### config.mk
export PLATFORM = sky130hd
export DESIGN_NAME = ssk_ctrl
export DESIGN_NICKNAME = d
export VERILOG_FILES = /design/src/sv/ssk_pkg.sv /design/src/sv/ssk_ctrl.sv
export SDC_FILE = /design/constraint.sdc
export NUM_CORES = 1
export LEC_CHECK = 0
export BUFFER_PORTS_ARGS = -buffer_cell sky130_fd_sc_hd__clkbuf_2
export CORE_UTILIZATION = 44
export DETAILED_ROUTE_END_ITERATION = 16
export PLACE_DENSITY = 0.85
export SYNTH_ARGS = -nofsm -noshare
export SYNTH_HDL_FRONTEND = slang
export SYNTH_SLANG_ARGS = --single-unit
export TNS_END_PERCENT = 5
### constraint.sdc
create_clock -name clock -period 1.8 [get_ports clock]
set_clock_uncertainty 0.15 [all_clocks]
set_input_delay 0.36 -clock clock [delete_from_list [all_inputs] [get_ports clock]]
set_output_delay 0.36 -clock clock [all_outputs]
set_load 0.005 [all_outputs]
### src/sv/ssk_pkg.sv
// Shared types, sizes and codes for the sorted separator key table.
// Used by every module of the block but ssk_ram; depends on nothing else.
package ssk_pkg;

   // sizes of the node
   localparam int MAX_ENTRIES = 64;
   localparam int KEY_BITS    = 32;
   localparam int PAGE_BITS   = 32;
   localparam int IDX_BITS    = $clog2(MAX_ENTRIES);
   localparam int CNT_BITS    = $clog2(MAX_ENTRIES + 1);
   localparam int SUM_BITS    = CNT_BITS + 1;
   localparam int CAP_BITS    = 7;
   localparam int LIM_BITS    = (CNT_BITS > CAP_BITS) ? CNT_BITS : CAP_BITS;
   localparam int ENTRY_BITS  = KEY_BITS + PAGE_BITS;
   localparam int CMD_BITS    = 3;
   localparam int ERR_BITS    = 2;

   typedef logic [IDX_BITS-1:0]   idx_type;
   typedef logic [CNT_BITS-1:0]   cnt_type;
   typedef logic [SUM_BITS-1:0]   sum_type;
   typedef logic [CAP_BITS-1:0]   cap_type;
   typedef logic [LIM_BITS-1:0]   lim_type;
   typedef logic [KEY_BITS-1:0]   key_type;
   typedef logic [PAGE_BITS-1:0]  page_type;
   typedef logic [ENTRY_BITS-1:0] entry_type;
   typedef logic [CMD_BITS-1:0]   cmd_type;
   typedef logic [ERR_BITS-1:0]   err_type;

   // command codes
   localparam cmd_type CMD_SEARCH = 3'd0;
   localparam cmd_type CMD_INSERT = 3'd1;
   localparam cmd_type CMD_DELETE = 3'd2;
   localparam cmd_type CMD_READ   = 3'd3;
   localparam cmd_type CMD_WRITE  = 3'd4;

   // error codes
   localparam err_type ERR_OK    = 2'd0;
   localparam err_type ERR_FULL  = 2'd1;
   localparam err_type ERR_EMPTY = 2'd2;
   localparam err_type ERR_RANGE = 2'd3;

   localparam cap_type CAP_RESET = 7'd64;

   typedef struct packed {
      cmd_type  cmd;
      key_type  key;
      page_type child;
      idx_type  index;
   } req_type;

   typedef struct packed {
      idx_type  position;
      key_type  found_key;
      page_type found_child;
      cnt_type  entry_count;
      err_type  error;
   } rsp_type;

   typedef enum logic [2:0] {
      POS_HOLD,
      POS_ZERO,
      POS_ANS,
      POS_ANS_INC,
      POS_INDEX
   } pos_sel_type;

   typedef enum logic [1:0] {
      CNT_HOLD,
      CNT_INC,
      CNT_DEC
   } cnt_op_type;

   typedef enum logic [1:0] {
      RES_ZERO,
      RES_RAM,
      RES_REQ
   } res_sel_type;

   typedef enum logic [3:0] {
      ST_IDLE,
      ST_DECODE,
      ST_SRCH_ISSUE,
      ST_SRCH_STEP,
      ST_SHIFT_CHK,
      ST_SHIFT_WR,
      ST_WR_PUT,
      ST_DEL_CHK,
      ST_FIN_RD,
      ST_OUT_RAM,
      ST_OUT_REQ,
      ST_OUT_ZERO
   } state_type;

   // controller to datapath
   typedef struct packed {
      logic        req_load;
      logic        err_load;
      err_type     err_val;
      logic        srch_init;
      logic        srch_issue;
      logic        srch_step;
      pos_sel_type pos_sel;
      logic        shift_up;
      logic        ptr_init;
      logic        shift_rd;
      logic        shift_wr;
      logic        place_wr;
      logic        pos_rd;
      cnt_op_type  cnt_op;
      logic        res_load;
      res_sel_type res_sel;
   } dp_cmd_type;

   // datapath to controller
   typedef struct packed {
      cmd_type req_cmd;
      logic    count_zero;
      logic    table_full;
      logic    index_bad;
      logic    srch_more;
      logic    shift_up_more;
      logic    shift_dn_more;
      logic    pos_in_table;
      logic    rsp_free;
   } dp_status_type;

endpackage

### src/sv/ssk_ctrl.sv
// Sequencer of the key table: decodes a request and steps the datapath
// through search, shift, place and result. Depends on ssk_pkg.
module ssk_ctrl (
   input  logic                   clock,
   input  logic                   reset,
   input  logic                   req_valid,
   output logic                   req_stall,
   input  ssk_pkg::dp_status_type status,
   output ssk_pkg::dp_cmd_type    dp_cmd
);

   ssk_pkg::state_type state_ff;
   ssk_pkg::state_type state_in;

   // state register
   always_ff @(posedge clock) begin
      if (reset) begin
         state_ff <= ssk_pkg::ST_IDLE;
      end else begin
         state_ff <= state_in;
      end
   end

   // next state and datapath commands
   always_comb begin
      state_in         = state_ff;
      req_stall        = 1'b1;
      dp_cmd           = '0;
      dp_cmd.err_val   = ssk_pkg::ERR_OK;
      dp_cmd.pos_sel   = ssk_pkg::POS_HOLD;
      dp_cmd.cnt_op    = ssk_pkg::CNT_HOLD;
      dp_cmd.res_sel   = ssk_pkg::RES_ZERO;
      dp_cmd.shift_up  = (status.req_cmd == ssk_pkg::CMD_INSERT);

      case (state_ff)
         ssk_pkg::ST_IDLE: begin
            req_stall = 1'b0;
            if (req_valid) begin
               dp_cmd.req_load = 1'b1;
               state_in        = ssk_pkg::ST_DECODE;
            end
         end

         // pick the path and the error code
         ssk_pkg::ST_DECODE: begin
            dp_cmd.err_load = 1'b1;
            case (status.req_cmd)
               ssk_pkg::CMD_SEARCH, ssk_pkg::CMD_DELETE: begin
                  if (status.count_zero) begin
                     dp_cmd.err_val = ssk_pkg::ERR_EMPTY;
                     dp_cmd.pos_sel = ssk_pkg::POS_ZERO;
                     state_in       = ssk_pkg::ST_OUT_ZERO;
                  end else begin
                     dp_cmd.srch_init = 1'b1;
                     state_in         = ssk_pkg::ST_SRCH_ISSUE;
                  end
               end
               ssk_pkg::CMD_INSERT: begin
                  if (status.table_full) begin
                     dp_cmd.err_val = ssk_pkg::ERR_FULL;
                     dp_cmd.pos_sel = ssk_pkg::POS_ZERO;
                     state_in       = ssk_pkg::ST_OUT_ZERO;
                  end else begin
                     dp_cmd.srch_init = 1'b1;
                     state_in         = ssk_pkg::ST_SRCH_ISSUE;
                  end
               end
               ssk_pkg::CMD_READ: begin
                  dp_cmd.pos_sel = ssk_pkg::POS_INDEX;
                  if (status.index_bad) begin
                     dp_cmd.err_val = ssk_pkg::ERR_RANGE;
                     state_in       = ssk_pkg::ST_OUT_ZERO;
                  end else begin
                     state_in = ssk_pkg::ST_FIN_RD;
                  end
               end
               ssk_pkg::CMD_WRITE: begin
                  dp_cmd.pos_sel = ssk_pkg::POS_INDEX;
                  if (status.index_bad) begin
                     dp_cmd.err_val = ssk_pkg::ERR_RANGE;
                     state_in       = ssk_pkg::ST_OUT_ZERO;
                  end else begin
                     state_in = ssk_pkg::ST_WR_PUT;
                  end
               end
               default: begin
                  dp_cmd.pos_sel = ssk_pkg::POS_INDEX;
                  state_in       = ssk_pkg::ST_OUT_ZERO;
               end
            endcase
         end

         // issue the next probe or finish the search
         ssk_pkg::ST_SRCH_ISSUE: begin
            if (status.srch_more) begin
               dp_cmd.srch_issue = 1'b1;
               state_in          = ssk_pkg::ST_SRCH_STEP;
            end else begin
               case (status.req_cmd)
                  ssk_pkg::CMD_INSERT: begin
                     dp_cmd.pos_sel  = ssk_pkg::POS_ANS_INC;
                     dp_cmd.ptr_init = 1'b1;
                     state_in        = ssk_pkg::ST_SHIFT_CHK;
                  end
                  ssk_pkg::CMD_DELETE: begin
                     dp_cmd.pos_sel  = ssk_pkg::POS_ANS;
                     dp_cmd.ptr_init = 1'b1;
                     state_in        = ssk_pkg::ST_SHIFT_CHK;
                  end
                  default: begin
                     dp_cmd.pos_sel = ssk_pkg::POS_ANS;
                     state_in       = ssk_pkg::ST_FIN_RD;
                  end
               endcase
            end
         end

         ssk_pkg::ST_SRCH_STEP: begin
            dp_cmd.srch_step = 1'b1;
            state_in         = ssk_pkg::ST_SRCH_ISSUE;
         end

         // move one entry, or place the new entry (insert) or decrement the count (delete)
         ssk_pkg::ST_SHIFT_CHK: begin
            if (dp_cmd.shift_up ? status.shift_up_more : status.shift_dn_more) begin
               dp_cmd.shift_rd = 1'b1;
               state_in        = ssk_pkg::ST_SHIFT_WR;
            end else if (dp_cmd.shift_up) begin
               dp_cmd.place_wr = 1'b1;
               dp_cmd.cnt_op   = ssk_pkg::CNT_INC;
               state_in        = ssk_pkg::ST_OUT_REQ;
            end else begin
               dp_cmd.cnt_op = ssk_pkg::CNT_DEC;
               state_in      = ssk_pkg::ST_DEL_CHK;
            end
         end

         ssk_pkg::ST_SHIFT_WR: begin
            dp_cmd.shift_wr = 1'b1;
            state_in        = ssk_pkg::ST_SHIFT_CHK;
         end

         ssk_pkg::ST_WR_PUT: begin
            dp_cmd.place_wr = 1'b1;
            state_in        = ssk_pkg::ST_OUT_REQ;
         end

         // after a delete the position may lie past the table
         ssk_pkg::ST_DEL_CHK: begin
            if (status.pos_in_table) begin
               state_in = ssk_pkg::ST_FIN_RD;
            end else begin
               state_in = ssk_pkg::ST_OUT_ZERO;
            end
         end

         ssk_pkg::ST_FIN_RD: begin
            dp_cmd.pos_rd = 1'b1;
            state_in      = ssk_pkg::ST_OUT_RAM;
         end

         // hold until the result register can take the transfer
         ssk_pkg::ST_OUT_RAM: begin
            dp_cmd.res_sel = ssk_pkg::RES_RAM;
            if (status.rsp_free) begin
               dp_cmd.res_load = 1'b1;
               state_in        = ssk_pkg::ST_IDLE;
            end
         end

         ssk_pkg::ST_OUT_REQ: begin
            dp_cmd.res_sel = ssk_pkg::RES_REQ;
            if (status.rsp_free) begin
               dp_cmd.res_load = 1'b1;
               state_in        = ssk_pkg::ST_IDLE;
            end
         end

         ssk_pkg::ST_OUT_ZERO: begin
            dp_cmd.res_sel = ssk_pkg::RES_ZERO;
            if (status.rsp_free) begin
               dp_cmd.res_load = 1'b1;
               state_in        = ssk_pkg::ST_IDLE;
            end
         end

         default: begin
            state_in = ssk_pkg::ST_IDLE;
         end
      endcase
   end

endmodule

=== Word-level counts from Yosys, hierarchy flattened ===
Cells that the tools add are included.

* Flip-flop bits (word level): 4
* Bits in latches: 0
* RAM bits: 0
* Bits in read-only memories: 0
* Word-level logic and storage cells: 74
* Memories: 0

* Add/subtract/negate cells: 0
* Multiply operators: 0
* Div/mod/pow operators: 0
* $lt $le $gt $ge: 0
* Equal/unequal tests: 17
* Shifts and indexed selects: 0
* Mux-type cells: 49
* Bitwise operators: 0
* Reduce and logical (&&, ||, !) cells: 7

{| class="wikitable"
|+ Operators with widths
! cell !! number
|-
| $mux 4 || 10
|-
| $pmux 4 s10 || 1
|-
| $mux 1 || 23
|-
| $eq 4x3->1 const B || 4
|-
| $eq 4x4->1 const B || 4
|-
| $mux 2 || 8
|-
| $pmux 4 s4 || 1
|-
| $pmux 3 s2 || 2
|-
| $pmux 3 s3 || 1
|-
| $eq 4x2->1 const B || 2
|-
| $eq 3x2->1 const B || 2
|-
| $pmux 2 s3 || 1
|-
| $reduce_or 2->1 || 3
|-
| $eq 4x1->1 const B || 1
|-
| $logic_not 4->1 || 1
|-
| $pmux 1 s2 || 2
|-
| $eq 3x1->1 const B || 1
|-
| $eq 3x3->1 const B || 1
|-
| $logic_not 3->1 || 1
|-
| $reduce_or 3->1 || 1
|-
| $ne 2x1->1 const B || 1
|-
| $ne 2x2->1 const B || 1
|-
| $reduce_and 2->1 || 1
|}

=== Logic depth before layout (Yosys ltp) ===
* Depth after elaboration: 5
* Depth in mapped cells: 8

=== Worst setup path before layout ===
No wires, ideal clock.

* Path kind: input to output
* Start point: input port status[9] (netlist bit)
* End point: output port dp_cmd[11] (netlist bit)
* Arrival time: 1.209 ns
* Data required time: 1.290 ns
* Slack: 0.081 ns
* Stages on the path: 5
* Buffers on the path: 1
* Path through: buf_6 -> nand2b_1 -> o22a_1 -> or3_1 -> o21ai_0

{| class="wikitable"
|+ RTL lines
! item !! line !! source
|-
| start, declared || ssk_ctrl.sv:8 || <nowiki>input ssk_pkg::dp_status_type status,</nowiki>
|-
| end, declared || ssk_ctrl.sv:9 || <nowiki>output ssk_pkg::dp_cmd_type dp_cmd</nowiki>
|}

==> flow_summary.toml <==
[status]
status = "finished, violations left"
failed_checks = "setup timing"

[final_layout]
largest_register_ffs = 4
fin_nets = 173
largestRegisters = "state_ff x4"
seq_area_sq_um = 92.59
fill_cells = 90
drive_gt1_frac = 0.5732
instances_no_fill = 172
multi_input_area_sq_um = 580.6
fin_util = 0.8233
top_register = "state_ff"
area_growth_pct = 64.35
layout_common_cells = "clkbuf_2 (33), buf_4 (20), nand2_1 (7), nor2_1 (7), a21oi_1 (7)"
diodes = 0
final_common_cell = "clkbuf_2"

[synthesis]
synth_fp_nets = 118
synth_cells = 104
synth_seq_cells = 4
netlist_top_cells_area = "dfxtp_1 (12%), nor2_1 (6.6%), a21oi_1 (5.9%)"
yosys.area.top_type = "dfxtp_1"
avgSynthCellArea_sq_um = 6.581
yosysUniqueCellTypes = 40
synth_top_area_frac = 0.1170
synth_edf_count = 0
synthesis.area_sq_um = 684.4
async_flop_share = 0
synth_flop_cell = "dfxtp_1"
yosysWarningCount = 0
ys_seq_area_frac = 0.1170

[global_route]
grt_pass1_vias = 984
grt_use_total = 0.3414
grt_overflow_total = 0
antenna_found_initial = 0
grt_pass1_wl_um = 4519
grt_max_degree = 14

[min_path]
min_from = "reset"
hold_path_class = "input port to flop"
min_path_cells = 2
min_to = "state_ff[2]"

[route]
routedWlPerCell_um = 16.71
drt-met1-wl_um = 951
via_per_inst = 6.267
wl_um = 2874
antenna_left = 0
post-route-drc-count = 0
firstDrtPassIters = 4
routed-wl-met3_um = 275
vias = 1078
top_layer_used = "met4"
wl_met2_um = 1464
drt_iter0_drc = 81

[floorplanning]
fp.dieArea_sq_um = 1717
num_rows = 13
start_util = 0.5009
io_pins = 36
core_region_area_sq_um = 1366
die_w_um = 41.44
die_h_um = 41.44

[flow_run]
cap_violations = 0

[critical_path]
cp-start-kind = "flop"
crit_path_end_kind = "primary output"
critPathLaunch = "state_ff[2]"
cp_top_family = "simple AND/OR/NAND/NOR gates"
slowest_stage = "nor4b_4"
reg2reg_from = "state_ff[2]"
reg2reg_depth = 6
r2r_setup_slack_ps = -60
cp.required_ps = 1290
arrival_ps = 1430
cpPeakStageDelay_ps = 420
cp_max_fo = 4
crit_buf_inv = 1
path_cells = "nor4b_4 -> nand2b_4 -> a211oi_2 -> buf_2"
path_class = "flop to primary output"
r2r_end = "state_ff[2]"

[clocking]
cts_made_buffers = 3
insertion_delay_ps = 250
cts_sinks = 4
clockBufferDepth = 2
htreeDepth = 1
path_clk_slew_ps = 40
root_buffer = "clkbuf_4"
cts_hold_buf = 0
cts_tree = "yes"

[sta]
fmax_mhz = 515.0
worst_slack_ps = -141.6
setup_violations = 12
slew_headroom = 0.7505
slew_viol_final = 0
tightest_slew_ps = 372.6
rsz0062_at_grt = "yes"
fin_crit_ps = 1942
timing.final.crit_share = 1.079
hold_viol = 0

[placed_design]
dpl.cell_count = 167
hpwl_um = 1863
gp_congestion = 0.9409
port_buffers = 35

[pwr]
vdd_drop_max_mv = 0.7516
powerDensity_nw_per_um2 = 1060
power_leakage_uw = 0.0005448
==> cells in the mapped netlist, drive strengths merged, types with 2 or more instances <==
cell and instances:
nand2 9, dfxtp 4, o22a 2, and2 2
nor2 13, o211ai 4, or3 4, a211oi 2
buf 6, nand2b 7, and3 2, o21ai 6
inv 9, clkbuf 2, nor3 7, a21oi 8
==> metal layers <==
layer,global-route usage,up-vias
li1,-,482
met1,0.3517,488
met2,0.6188,89
met3,0.06522,19
met4,0.2194,0
met5,0,-
==> report_power, final <==
part	internal, uW	switching [uW]	total [uW]
Sequential	135	71.5	206
Clock	75.1	45.0	120
Combinational	408	458	866
==> through the flow <==
| step | hold WS, ps | cell area, sq um | power [uW] | worst slack, ps | TNS [ps] |
|---|---|---|---|---|---|
| floorplan | 279.1 | 684.4 | 598.5 | 81.41 | 0 |
| CTS | 182.0 | 1100 | 1116 | -144.9 | -648.1 |
| global route | 189.4 | 1125 | 1262 | -196.0 | -1517 |
| global placement | 443.0 | 1008 | 872.0 | -25.33 | -25.33 |
| finish | 186.0 | 1125 | 1193 | -141.6 | -762.8 |
| detailed placement | 445.0 | 1008 | 910.4 | -93.12 | -144.0 |
==> layout make-up <==
class	count	area share
tap	15	0.01669
sequential	4	0.08231
multi-input combinational	83	0.5161
clock buffer	3	0.02002
inverter	9	0.03003
timing repair buffer	58	0.3348
==> timing repair <==
item	CTS	global route
pin swaps	5	0
buffers inserted	2	0
resized for setup	18	12
cloned	0	0
setup endpoints to repair	15	19
==> logic make-up (layout without fill, tap and decap cells) <==
group	after synthesis	count (layout)	synth area share
and+or+nand+nor	51	51	0.4351
AOI/OAI and AO/OA	32	32	0.3218
buffers and inverters	17	70	0.1261
DFF	4	4	0.1170
==> worst max-delay path by stage <==
stage,depth (start not counted),endpoint,slack (ps)
floorplan,5,dp_cmd[11],80
global placement,6,dp_cmd[11],-30
detailed placement,6,dp_cmd[11],-90
CTS,4,dp_cmd[9],-140
global route,4,dp_cmd[11],-200
finish,4,dp_cmd[9],-140
No activity file was read; power rests on OpenSTA's default activity.
